$ cat config.mk
export PLATFORM = sky130hd
export DESIGN_NAME = rational_arith_reduce_top
export DESIGN_NICKNAME = d
export VERILOG_FILES = /design/src/hdl/rar_pkg.sv /design/src/hdl/rar_div.sv /design/src/hdl/rational_arith_reduce_top.sv
export SDC_FILE = /design/constraint.sdc
export NUM_CORES = 2
export LEC_CHECK = 0
export ABC_CLOCK_PERIOD_IN_PS = 26400
export BUFFER_PORTS_ARGS = -buffer_cell sky130_fd_sc_hd__buf_2
export CAP_MARGIN = 25
export CELL_PAD_IN_SITES_DETAIL_PLACEMENT = 0
export CELL_PAD_IN_SITES_GLOBAL_PLACEMENT = 1
export CORE_MARGIN = 5
export CORE_UTILIZATION = 45
export DETAILED_ROUTE_END_ITERATION = 10
export PLACE_DENSITY_LB_ADDON = 0.1
export SLEW_MARGIN = 25
export SYNTH_ARGS = -nofsm -noshare
export SYNTH_HDL_FRONTEND = slang
export SYNTH_SLANG_ARGS = --single-unit
$ cat constraint.sdc
create_clock -name clk -period 26.4 [get_ports clk]
set_input_delay 2.64 -clock clk [delete_from_list [all_inputs] [get_ports clk]]
set_output_delay 2.64 -clock clk [all_outputs]
set_load 0.1 [all_outputs]
$ cat src/hdl/rar_pkg.sv
// ----------------------------------------------------------------------------
// rar_pkg - shared types and constants for rational arithmetic with reduction
// Operand and product widths, action codes, payload structs, divider status.
// ----------------------------------------------------------------------------
package rar_pkg;

    localparam int OPERAND_WIDTH = 16;
    localparam int PROD_W        = 2 * OPERAND_WIDTH;  // one cross product
    localparam int NUM_W         = PROD_W + 1;         // sum of two products
    localparam int MAG_W         = PROD_W;             // magnitudes fed to gcd

    localparam logic [1:0] ACT_ADD = 2'd0;
    localparam logic [1:0] ACT_SUB = 2'd1;
    localparam logic [1:0] ACT_MUL = 2'd2;
    localparam logic [1:0] ACT_DIV = 2'd3;

    typedef struct packed {
        logic [1:0]                      action;
        logic signed [OPERAND_WIDTH-1:0] first_num;
        logic signed [OPERAND_WIDTH-1:0] first_den;
        logic signed [OPERAND_WIDTH-1:0] second_num;
        logic signed [OPERAND_WIDTH-1:0] second_den;
    } rar_req_t;

    typedef struct packed {
        logic signed [NUM_W-1:0]  result_num;
        logic signed [PROD_W-1:0] result_den;
        logic                     zero_error;
    } rar_rsp_t;

    typedef struct packed {
        logic busy;
        logic done;
    } rar_div_stat_t;

endpackage

$ cat src/hdl/rar_div.sv
// ----------------------------------------------------------------------------
// rar_div - restoring unsigned divider, one quotient bit per cycle
// Used for the gcd remainder steps and the two final reductions.
// ----------------------------------------------------------------------------
module rar_div #(
    parameter int WIDTH = rar_pkg::MAG_W
) (
    input  logic                  clk,
    input  logic                  rst_n,
    input  logic                  start,
    input  logic [WIDTH-1:0]      dividend,
    input  logic [WIDTH-1:0]      divisor,   // held stable while busy
    output logic [WIDTH-1:0]      quotient,
    output logic [WIDTH-1:0]      remainder,
    output rar_pkg::rar_div_stat_t stat
);

    localparam int CW = $clog2(WIDTH + 1);

    logic          busy_reg;
    logic          done_reg;
    logic [CW-1:0] cnt_reg;
    logic [WIDTH-1:0] quo_reg;
    logic [WIDTH-1:0] rem_reg;

    logic [WIDTH:0] trial;
    logic [WIDTH:0] diff;
    logic           fits;

    assign trial = {rem_reg, quo_reg[WIDTH-1]};
    assign diff  = trial - {1'b0, divisor};
    assign fits  = ~diff[WIDTH];

    always_ff @(posedge clk or negedge rst_n)
    begin
        if (!rst_n)
        begin
            busy_reg <= 1'b0;
            done_reg <= 1'b0;
            cnt_reg  <= '0;
        end
        else
        begin
            done_reg <= 1'b0;
            if (start)
            begin
                busy_reg <= 1'b1;
                cnt_reg  <= CW'(WIDTH);
            end
            else if (busy_reg)
            begin
                cnt_reg <= cnt_reg - 1'b1;
                if (cnt_reg == CW'(1))
                begin
                    busy_reg <= 1'b0;
                    done_reg <= 1'b1;
                end
            end
        end
    end

    always_ff @(posedge clk)
    begin
        if (start)
        begin
            quo_reg <= dividend;
            rem_reg <= '0;
        end
        else if (busy_reg)
        begin
            quo_reg <= {quo_reg[WIDTH-2:0], fits};
            rem_reg <= fits ? diff[WIDTH-1:0] : trial[WIDTH-1:0];
        end
    end

    assign quotient  = quo_reg;
    assign remainder = rem_reg;
    assign stat.busy = busy_reg;
    assign stat.done = done_reg;

endmodule

$ cat src/hdl/rational_arith_reduce_top.sv
// ----------------------------------------------------------------------------
// rational_arith_reduce_top - fraction add/sub/mul/div with gcd reduction
// Sequencer around one multiplier and one shared bit-serial divider.
// ----------------------------------------------------------------------------
// Sequence: from request transfer to result valid the block runs the multiply
//   states S_MUL0 to S_MUL2, sum, load, one divider pass per gcd step, final
//   test, zero check, the two reductions, output. Both terms zero: no gcd
//   step and no reduction is run.
// Throughput: one item at a time; the request side stalls until the result
//   is loaded into the output register.
// Reset: rst_n asynchronous, active low; sequencer idle, no result pending.
// ----------------------------------------------------------------------------
module rational_arith_reduce_top (
    input  logic              clk,
    input  logic              rst_n,
    input  logic              req_valid,
    output logic              req_stall,
    input  rar_pkg::rar_req_t req,
    output logic              rsp_valid,
    input  logic              rsp_stall,
    output rar_pkg::rar_rsp_t rsp
);

    localparam int W  = rar_pkg::OPERAND_WIDTH;
    localparam int PW = rar_pkg::PROD_W;
    localparam int NW = rar_pkg::NUM_W;
    localparam int MW = rar_pkg::MAG_W;

    // sequencer states
    localparam logic [3:0] S_IDLE  = 4'd0;
    localparam logic [3:0] S_MUL0  = 4'd1;   // n1*d2 (n1*n2 for multiply)
    localparam logic [3:0] S_MUL1  = 4'd2;   // d1*n2
    localparam logic [3:0] S_MUL2  = 4'd3;   // d1*d2 (d1*n2 for divide)
    localparam logic [3:0] S_SUM   = 4'd4;   // combine products
    localparam logic [3:0] S_MAG   = 4'd5;   // load gcd operands
    localparam logic [3:0] S_GCD   = 4'd6;   // test y, launch x % y
    localparam logic [3:0] S_GWAIT = 4'd7;
    localparam logic [3:0] S_CHK   = 4'd8;   // gcd in x; zero check
    localparam logic [3:0] S_NWAIT = 4'd9;   // |num| / g
    localparam logic [3:0] S_DWAIT = 4'd10;  // |den| / g
    localparam logic [3:0] S_OUT   = 4'd11;

    logic [3:0] state_reg;

    logic [1:0]          act_reg;
    logic signed [W-1:0] n1_reg, d1_reg, n2_reg, d2_reg;
    logic signed [PW-1:0] pa_reg, pb_reg, den_reg;
    logic signed [NW-1:0] num_reg;
    logic [MW-1:0]        x_reg, y_reg, qn_reg;
    logic                 err_reg;
    logic signed [NW-1:0] res_num_reg;
    logic signed [PW-1:0] res_den_reg;

    rar_pkg::rar_rsp_t rsp_reg;
    logic              rsp_valid_reg;

    // shared multiplier
    logic signed [W-1:0]  mul_a, mul_b;
    logic signed [PW-1:0] product;

    always_comb
    begin
        case (state_reg)
            S_MUL0:
            begin
                mul_a = n1_reg;
                mul_b = (act_reg == rar_pkg::ACT_MUL) ? n2_reg : d2_reg;
            end
            S_MUL1:
            begin
                mul_a = d1_reg;
                mul_b = n2_reg;
            end
            default:
            begin
                mul_a = d1_reg;
                mul_b = (act_reg == rar_pkg::ACT_DIV) ? n2_reg : d2_reg;
            end
        endcase
    end

    assign product = mul_a * mul_b;

    // magnitudes of the unreduced pair
    logic [MW-1:0] mag_num, mag_den;
    logic signed [NW-1:0] neg_num;
    logic signed [PW-1:0] neg_den;

    assign neg_num = -num_reg;
    assign neg_den = -den_reg;
    assign mag_num = num_reg[NW-1] ? neg_num[MW-1:0] : num_reg[MW-1:0];
    assign mag_den = den_reg[PW-1] ? MW'(neg_den) : MW'(den_reg);

    // shared divider
    logic                   div_start;
    logic [MW-1:0]          div_dividend, div_divisor, div_quo, div_rem;
    rar_pkg::rar_div_stat_t div_stat;

    always_comb
    begin
        div_start    = 1'b0;
        div_dividend = x_reg;
        case (state_reg)
            S_GCD:
            begin
                div_start    = (y_reg != '0);
                div_dividend = x_reg;
            end
            S_CHK:
            begin
                div_start    = (x_reg != '0);
                div_dividend = mag_num;
            end
            S_NWAIT:
            begin
                div_start    = div_stat.done;
                div_dividend = mag_den;
            end
            default:
            begin
                div_start    = 1'b0;
                div_dividend = x_reg;
            end
        endcase
    end

    // gcd steps divide by y; the reductions divide by the gcd held in x
    assign div_divisor = (state_reg == S_GCD || state_reg == S_GWAIT) ? y_reg : x_reg;

    rar_div #(
        .WIDTH (MW)
    ) u_div (
        .clk       (clk),
        .rst_n     (rst_n),
        .start     (div_start),
        .dividend  (div_dividend),
        .divisor   (div_divisor),
        .quotient  (div_quo),
        .remainder (div_rem),
        .stat      (div_stat)
    );

    // signed quotients for the final result
    logic [NW-1:0] qn_ext;
    logic [PW-1:0] qd_ext;
    assign qn_ext = NW'(qn_reg);
    assign qd_ext = PW'(div_quo);

    logic out_free;
    assign out_free = ~rsp_valid_reg | ~rsp_stall;

    // sequencer
    always_ff @(posedge clk or negedge rst_n)
    begin
        if (!rst_n)
        begin
            state_reg <= S_IDLE;
        end
        else
        begin
            case (state_reg)
                S_IDLE:  if (req_valid) state_reg <= S_MUL0;
                S_MUL0:  state_reg <= S_MUL1;
                S_MUL1:  state_reg <= S_MUL2;
                S_MUL2:  state_reg <= S_SUM;
                S_SUM:   state_reg <= S_MAG;
                S_MAG:   state_reg <= S_GCD;
                S_GCD:   state_reg <= (y_reg != '0) ? S_GWAIT : S_CHK;
                S_GWAIT: if (div_stat.done) state_reg <= S_GCD;
                S_CHK:   state_reg <= (x_reg != '0) ? S_NWAIT : S_OUT;
                S_NWAIT: if (div_stat.done) state_reg <= S_DWAIT;
                S_DWAIT: if (div_stat.done) state_reg <= S_OUT;
                S_OUT:   if (out_free) state_reg <= S_IDLE;
                default: state_reg <= S_IDLE;
            endcase
        end
    end

    // datapath registers
    always_ff @(posedge clk)
    begin
        case (state_reg)
            S_IDLE:
            begin
                act_reg <= req.action;
                n1_reg  <= req.first_num;
                d1_reg  <= req.first_den;
                n2_reg  <= req.second_num;
                d2_reg  <= req.second_den;
            end
            S_MUL0: pa_reg  <= product;
            S_MUL1: pb_reg  <= product;
            S_MUL2: den_reg <= product;
            S_SUM:
            begin
                case (act_reg)
                    rar_pkg::ACT_ADD: num_reg <= NW'(pa_reg) + NW'(pb_reg);
                    rar_pkg::ACT_SUB: num_reg <= NW'(pa_reg) - NW'(pb_reg);
                    default:          num_reg <= NW'(pa_reg);
                endcase
            end
            S_MAG:
            begin
                x_reg <= mag_num;
                y_reg <= mag_den;
            end
            S_GWAIT:
            begin
                if (div_stat.done)
                begin
                    x_reg <= y_reg;
                    y_reg <= div_rem;
                end
            end
            S_CHK:
            begin
                // both zero: report 0/0 without reduction
                err_reg     <= (x_reg == '0);
                res_num_reg <= '0;
                res_den_reg <= '0;
            end
            S_NWAIT:
            begin
                if (div_stat.done)
                    qn_reg <= div_quo;
            end
            S_DWAIT:
            begin
                if (div_stat.done)
                begin
                    res_num_reg <= num_reg[NW-1] ? -qn_ext : qn_ext;
                    res_den_reg <= den_reg[PW-1] ? -qd_ext : qd_ext;
                end
            end
            default:
            begin
            end
        endcase
    end

    // output register
    always_ff @(posedge clk or negedge rst_n)
    begin
        if (!rst_n)
            rsp_valid_reg <= 1'b0;
        else if (state_reg == S_OUT && out_free)
            rsp_valid_reg <= 1'b1;
        else if (!rsp_stall)
            rsp_valid_reg <= 1'b0;
    end

    always_ff @(posedge clk)
    begin
        if (state_reg == S_OUT && out_free)
        begin
            rsp_reg.result_num <= res_num_reg;
            rsp_reg.result_den <= res_den_reg;
            rsp_reg.zero_error <= err_reg;
        end
    end

    assign req_stall = (state_reg != S_IDLE);
    assign rsp_valid = rsp_valid_reg;
    assign rsp       = rsp_reg;

    // divider is only launched when free
    a_div_start_free: assert property (@(posedge clk) disable iff (!rst_n)
        div_start |-> !div_stat.busy)
        else $error("divider launched while busy");

    // no division in flight while idle
    a_idle_div_quiet: assert property (@(posedge clk) disable iff (!rst_n)
        state_reg == S_IDLE |-> !div_stat.busy)
        else $error("divider busy in idle");

    // reductions only run with a nonzero gcd
    a_gcd_nonzero: assert property (@(posedge clk) disable iff (!rst_n)
        (state_reg == S_NWAIT || state_reg == S_DWAIT) |-> x_reg != '0)
        else $error("reduction by zero gcd");

    // a gcd step always ends back at the loop test
    a_gwait_return: assert property (@(posedge clk) disable iff (!rst_n)
        (state_reg == S_GWAIT && div_stat.done) |=> state_reg == S_GCD)
        else $error("gcd step did not return");

endmodule

==> summary.txt <==
outcome -> complete, no violations
DRT Wirelength -> 91,120 um
LEAKAGE -> 15.09 nW
GR peak layer -> met2
mux cell area share after synthesis -> 3.556%
Fin. Hold Viols -> 0
Net count, final -> 3,839
EDFF count, synth -> 455
Post-Synth XOR/XNOR Area -> 5.939%
root buf cell -> clkbuf_16
global-route wire length before repair -> 144,100 um
synthesized flop and latch total -> 500
dpl hpwl -> 72,080 um
post-route ant nets -> 0
Worst Path Arrival -> 9570 ps
crit share post-route -> 35.01%
H-tree depth -> 2
worst r2r src -> state_reg[1]
top_reg_cell synth -> edfxtp_1
ys async rst share -> 2.600%
synthesis-to-layout area growth -> 11.05%
antenna cells -> 0
starting density of the core -> 45.48%
class of the most critical hold timing path -> reg -> reg
Largest register FFs -> 66
final setup TNS -> 0 ps
Crit. Startpoint -> state_reg[1]
Worst-path clk slew -> 60 ps
met2 Use GR -> 40.98%
port bufs -> 137
number of max-cap violations -> 0
Fin Hold WS -> 404.6 ps
number of global-route vias before repair -> 24,987
GR Layer Usage met1 -> 27.16%
RSZ-0062 raised after global routing -> no
share of layout cells above drive strength 1 -> 10.80%
DRC viols -> 0
grt met3 use -> 2.154%
CTS tree -> built
CTS buffer count -> 55
Compound-Gate Fraction of Synth Area -> 10.80%
CTS hold repair buffers -> 0
pwr dens -> 43.17 nW/um^2
dpl cell area -> 36,560 um^2
die height -> 287.5 um
Synth cell types -> 76
Resize count post-CTS -> 0
die area -> 82,670 um^2
worst-skew pair later-pin latency -> 650 ps
initial antenna violation count -> 0
Crit path required time -> 26,730 ps
final setup vio count -> 0
Syn Inst Count -> 3,227
Total Routing Usage GR -> 22.17%
VDD IR max -> 0.04866 mV
max-slew violations -> 0
First-pass DRT Iterations -> 7
vias post-DR -> 24,005
Syn Nets -> 3,714
hold wc startpoint -> res_den_reg[4]
final instance area -> 38,490 um^2
Boundary Pins -> 138
grt ovf -> 0
Setup crit start kind -> register
largest family of logic cells by synthesized area -> adder cells
Min Clock Period, post-route -> 9242 ps
share of the yosys chip area belonging to registers -> 42.21%
clk_skew -> 62.88 ps
Setup Crit Path Kind -> reg -> reg
RD Place Congestion -> 0.9137
relative max-transition margin -> 31.42%
clock sink count -> 500
pin count of the biggest net entering global routing -> 83
cell area after synthesis -> 34,660 um^2
Yosys Warn Count -> 0
WL per Instance -> 20.58 um
Avg Cell Area, Syn -> 10.74 um^2
maximum clock frequency -> 108.2 MHz
num rows -> 101
Detailed Route Iter0 Violations -> 1,609
Crit Path Max Fanout -> 25
post-synthesis simple-gate area fraction -> 11.76%
CTS Buffer Depth -> 3
Core Area -> 76,200 um^2
Setup Buffers After CTS -> 0
Adder-Cell Fraction of Synth Area -> 20.77%
Critical Path End Type -> register
Die X -> 287.5 um
vias per std cell -> 5.422
worst-margin pin slew -> 1000 ps
area by class of cell:
type / count / area, um^2
fill: 6844 / 37710
multi-input combinational: 2284 / 18400
sequential: 500 / 14630
clock buffer: 60 / 1395
tap: 1030 / 1289
inverter: 333 / 1250
timing repair buffer: 178 / 993.5
clock inverter: 42 / 526.8
report_power, final:
group                  switching [mW]  internal, mW  leakage, nW
combinational                 0.00185       0.00350         9.97
clock                           0.330         0.473        0.919
sequential     0.00000000000000000519         0.852         4.21
total                           0.332          1.33         15.1
cells in the mapped netlist, types with 5 or more instances:
cell | n | area share [%]
dfrtp_1 | 13 | 0.94
a211oi_1 | 39 | 0.84
nand3_1 | 23 | 0.33
nor2_1 | 408 | 4.4
buf_1 | 11 | 0.12
a21oi_1 | 218 | 3.1
and2_1 | 11 | 0.20
or2_2 | 13 | 0.23
mux2i_1 | 77 | 2.2
nand2_1 | 273 | 3.0
o31ai_1 | 43 | 0.93
xnor2_1 | 73 | 1.8
edfxtp_1 | 455 | 39
or3_1 | 24 | 0.43
clkbuf_1 | 91 | 0.99
or4_1 | 13 | 0.28
o21bai_1 | 15 | 0.32
and3_1 | 9 | 0.16
nand2b_1 | 24 | 0.43
fa_1 | 264 | 15
xor2_1 | 162 | 4.1
o221a_2 | 10 | 0.32
o21ai_0 | 122 | 1.8
mux2_2 | 41 | 1.3
a31oi_1 | 9 | 0.16
dfxtp_1 | 32 | 1.8
o22ai_1 | 15 | 0.27
ha_1 | 153 | 5.5
inv_1 | 330 | 3.6
nor2b_1 | 14 | 0.25
buf_6 | 6 | 0.19
o41ai_1 | 19 | 0.48
a21o_1 | 32 | 0.69
nand3b_1 | 6 | 0.13
o21a_1 | 16 | 0.35
nor3_1 | 30 | 0.43
nand4_1 | 17 | 0.31
nor3b_1 | 5 | 0.11
nor4_1 | 31 | 0.56
o211ai_1 | 9 | 0.19
kinds of logic (layout without fill, tap and decap cells):
kind of cell | Yosys count | in the layout
and+or+nand+nor | 919 | 919
buffers and inverters | 443 | 613
xor gates and xnor gates | 235 | 235
muxes | 118 | 118
AOI/OAI and AO/OA | 595 | 595
DFF | 500 | 500
adders and majority gates | 417 | 417
routing by layer:
| metal | vias to the layer above | routed length [um] |
|---|---|---|
| li1 | 11428 | - |
| met1 | 11831 | 37100 |
| met2 | 581 | 47310 |
| met3 | 165 | 3265 |
| met4 | 0 | 3452 |
| met5 | - | 0 |
path summary, 6_finish.rpt:
| path | to | depth (start not counted) | slack, ps |
|---|---|---|---|
| worst min-delay path | rsp[5] | 0 | 400 |
| min in group asynchronous | u_div.cnt_reg[1] | 1 | 1880 |
| worst min register to register | rsp[5] | 0 | 400 |
| worst max-delay path | pa_reg[30] | 25 | 17160 |
| max in group asynchronous | u_div.busy_reg | 1 | 24240 |
| worst max register to register | pa_reg[30] | 25 | 17160 |
worst max-delay path, stage by stage (launching register included):
cell and delay (ps):
dfrtp_1 560, nand2b_1 260, nor3_2 140, buf_4 300, xor2_1 150, a21oi_4 800, mux2i_1 900, nor2_1 150
fa_1 740, fa_1 500, fa_1 500, fa_1 510, fa_1 490, inv_1 50, fa_1 470, inv_1 40
ha_1 350, a21o_1 230, a21oi_1 160, nor2b_1 60, o21ai_0 180, a21oi_1 100, o21a_1 170, a211oi_1 350
o21ai_0 250, o311ai_0 530
stage by stage:
step | std cells | total power, mW | setup WS (ps) | utilization, %
6_report | 4427 | 1.662 | 17160 | 50.51
5_1_grt | 4427 | 1.718 | 16610 | 50.51
4_1_cts | 4427 | 1.681 | 16880 | 50.50
3_5_place_dp | 4325 | 0.8746 | 16940 | 47.98
3_3_place_gp | 4325 | 0.8743 | 17100 | 47.95
2_1_floorplan | 3227 | 0.8691 | 16130 | -
placed cells by master, fill, tap and decap left out, types with 75 or more instances in the layout:
cell type / n
o21ai_0: 122
nand2_1: 272
buf_2: 137
inv_1: 330
mux2i_1: 75
fa_1: 264
a21oi_1: 217
nor2_1: 406
xor2_1: 162
edfxtp_1: 455
ha_1: 153
Power figures use the tool's default switching activity.
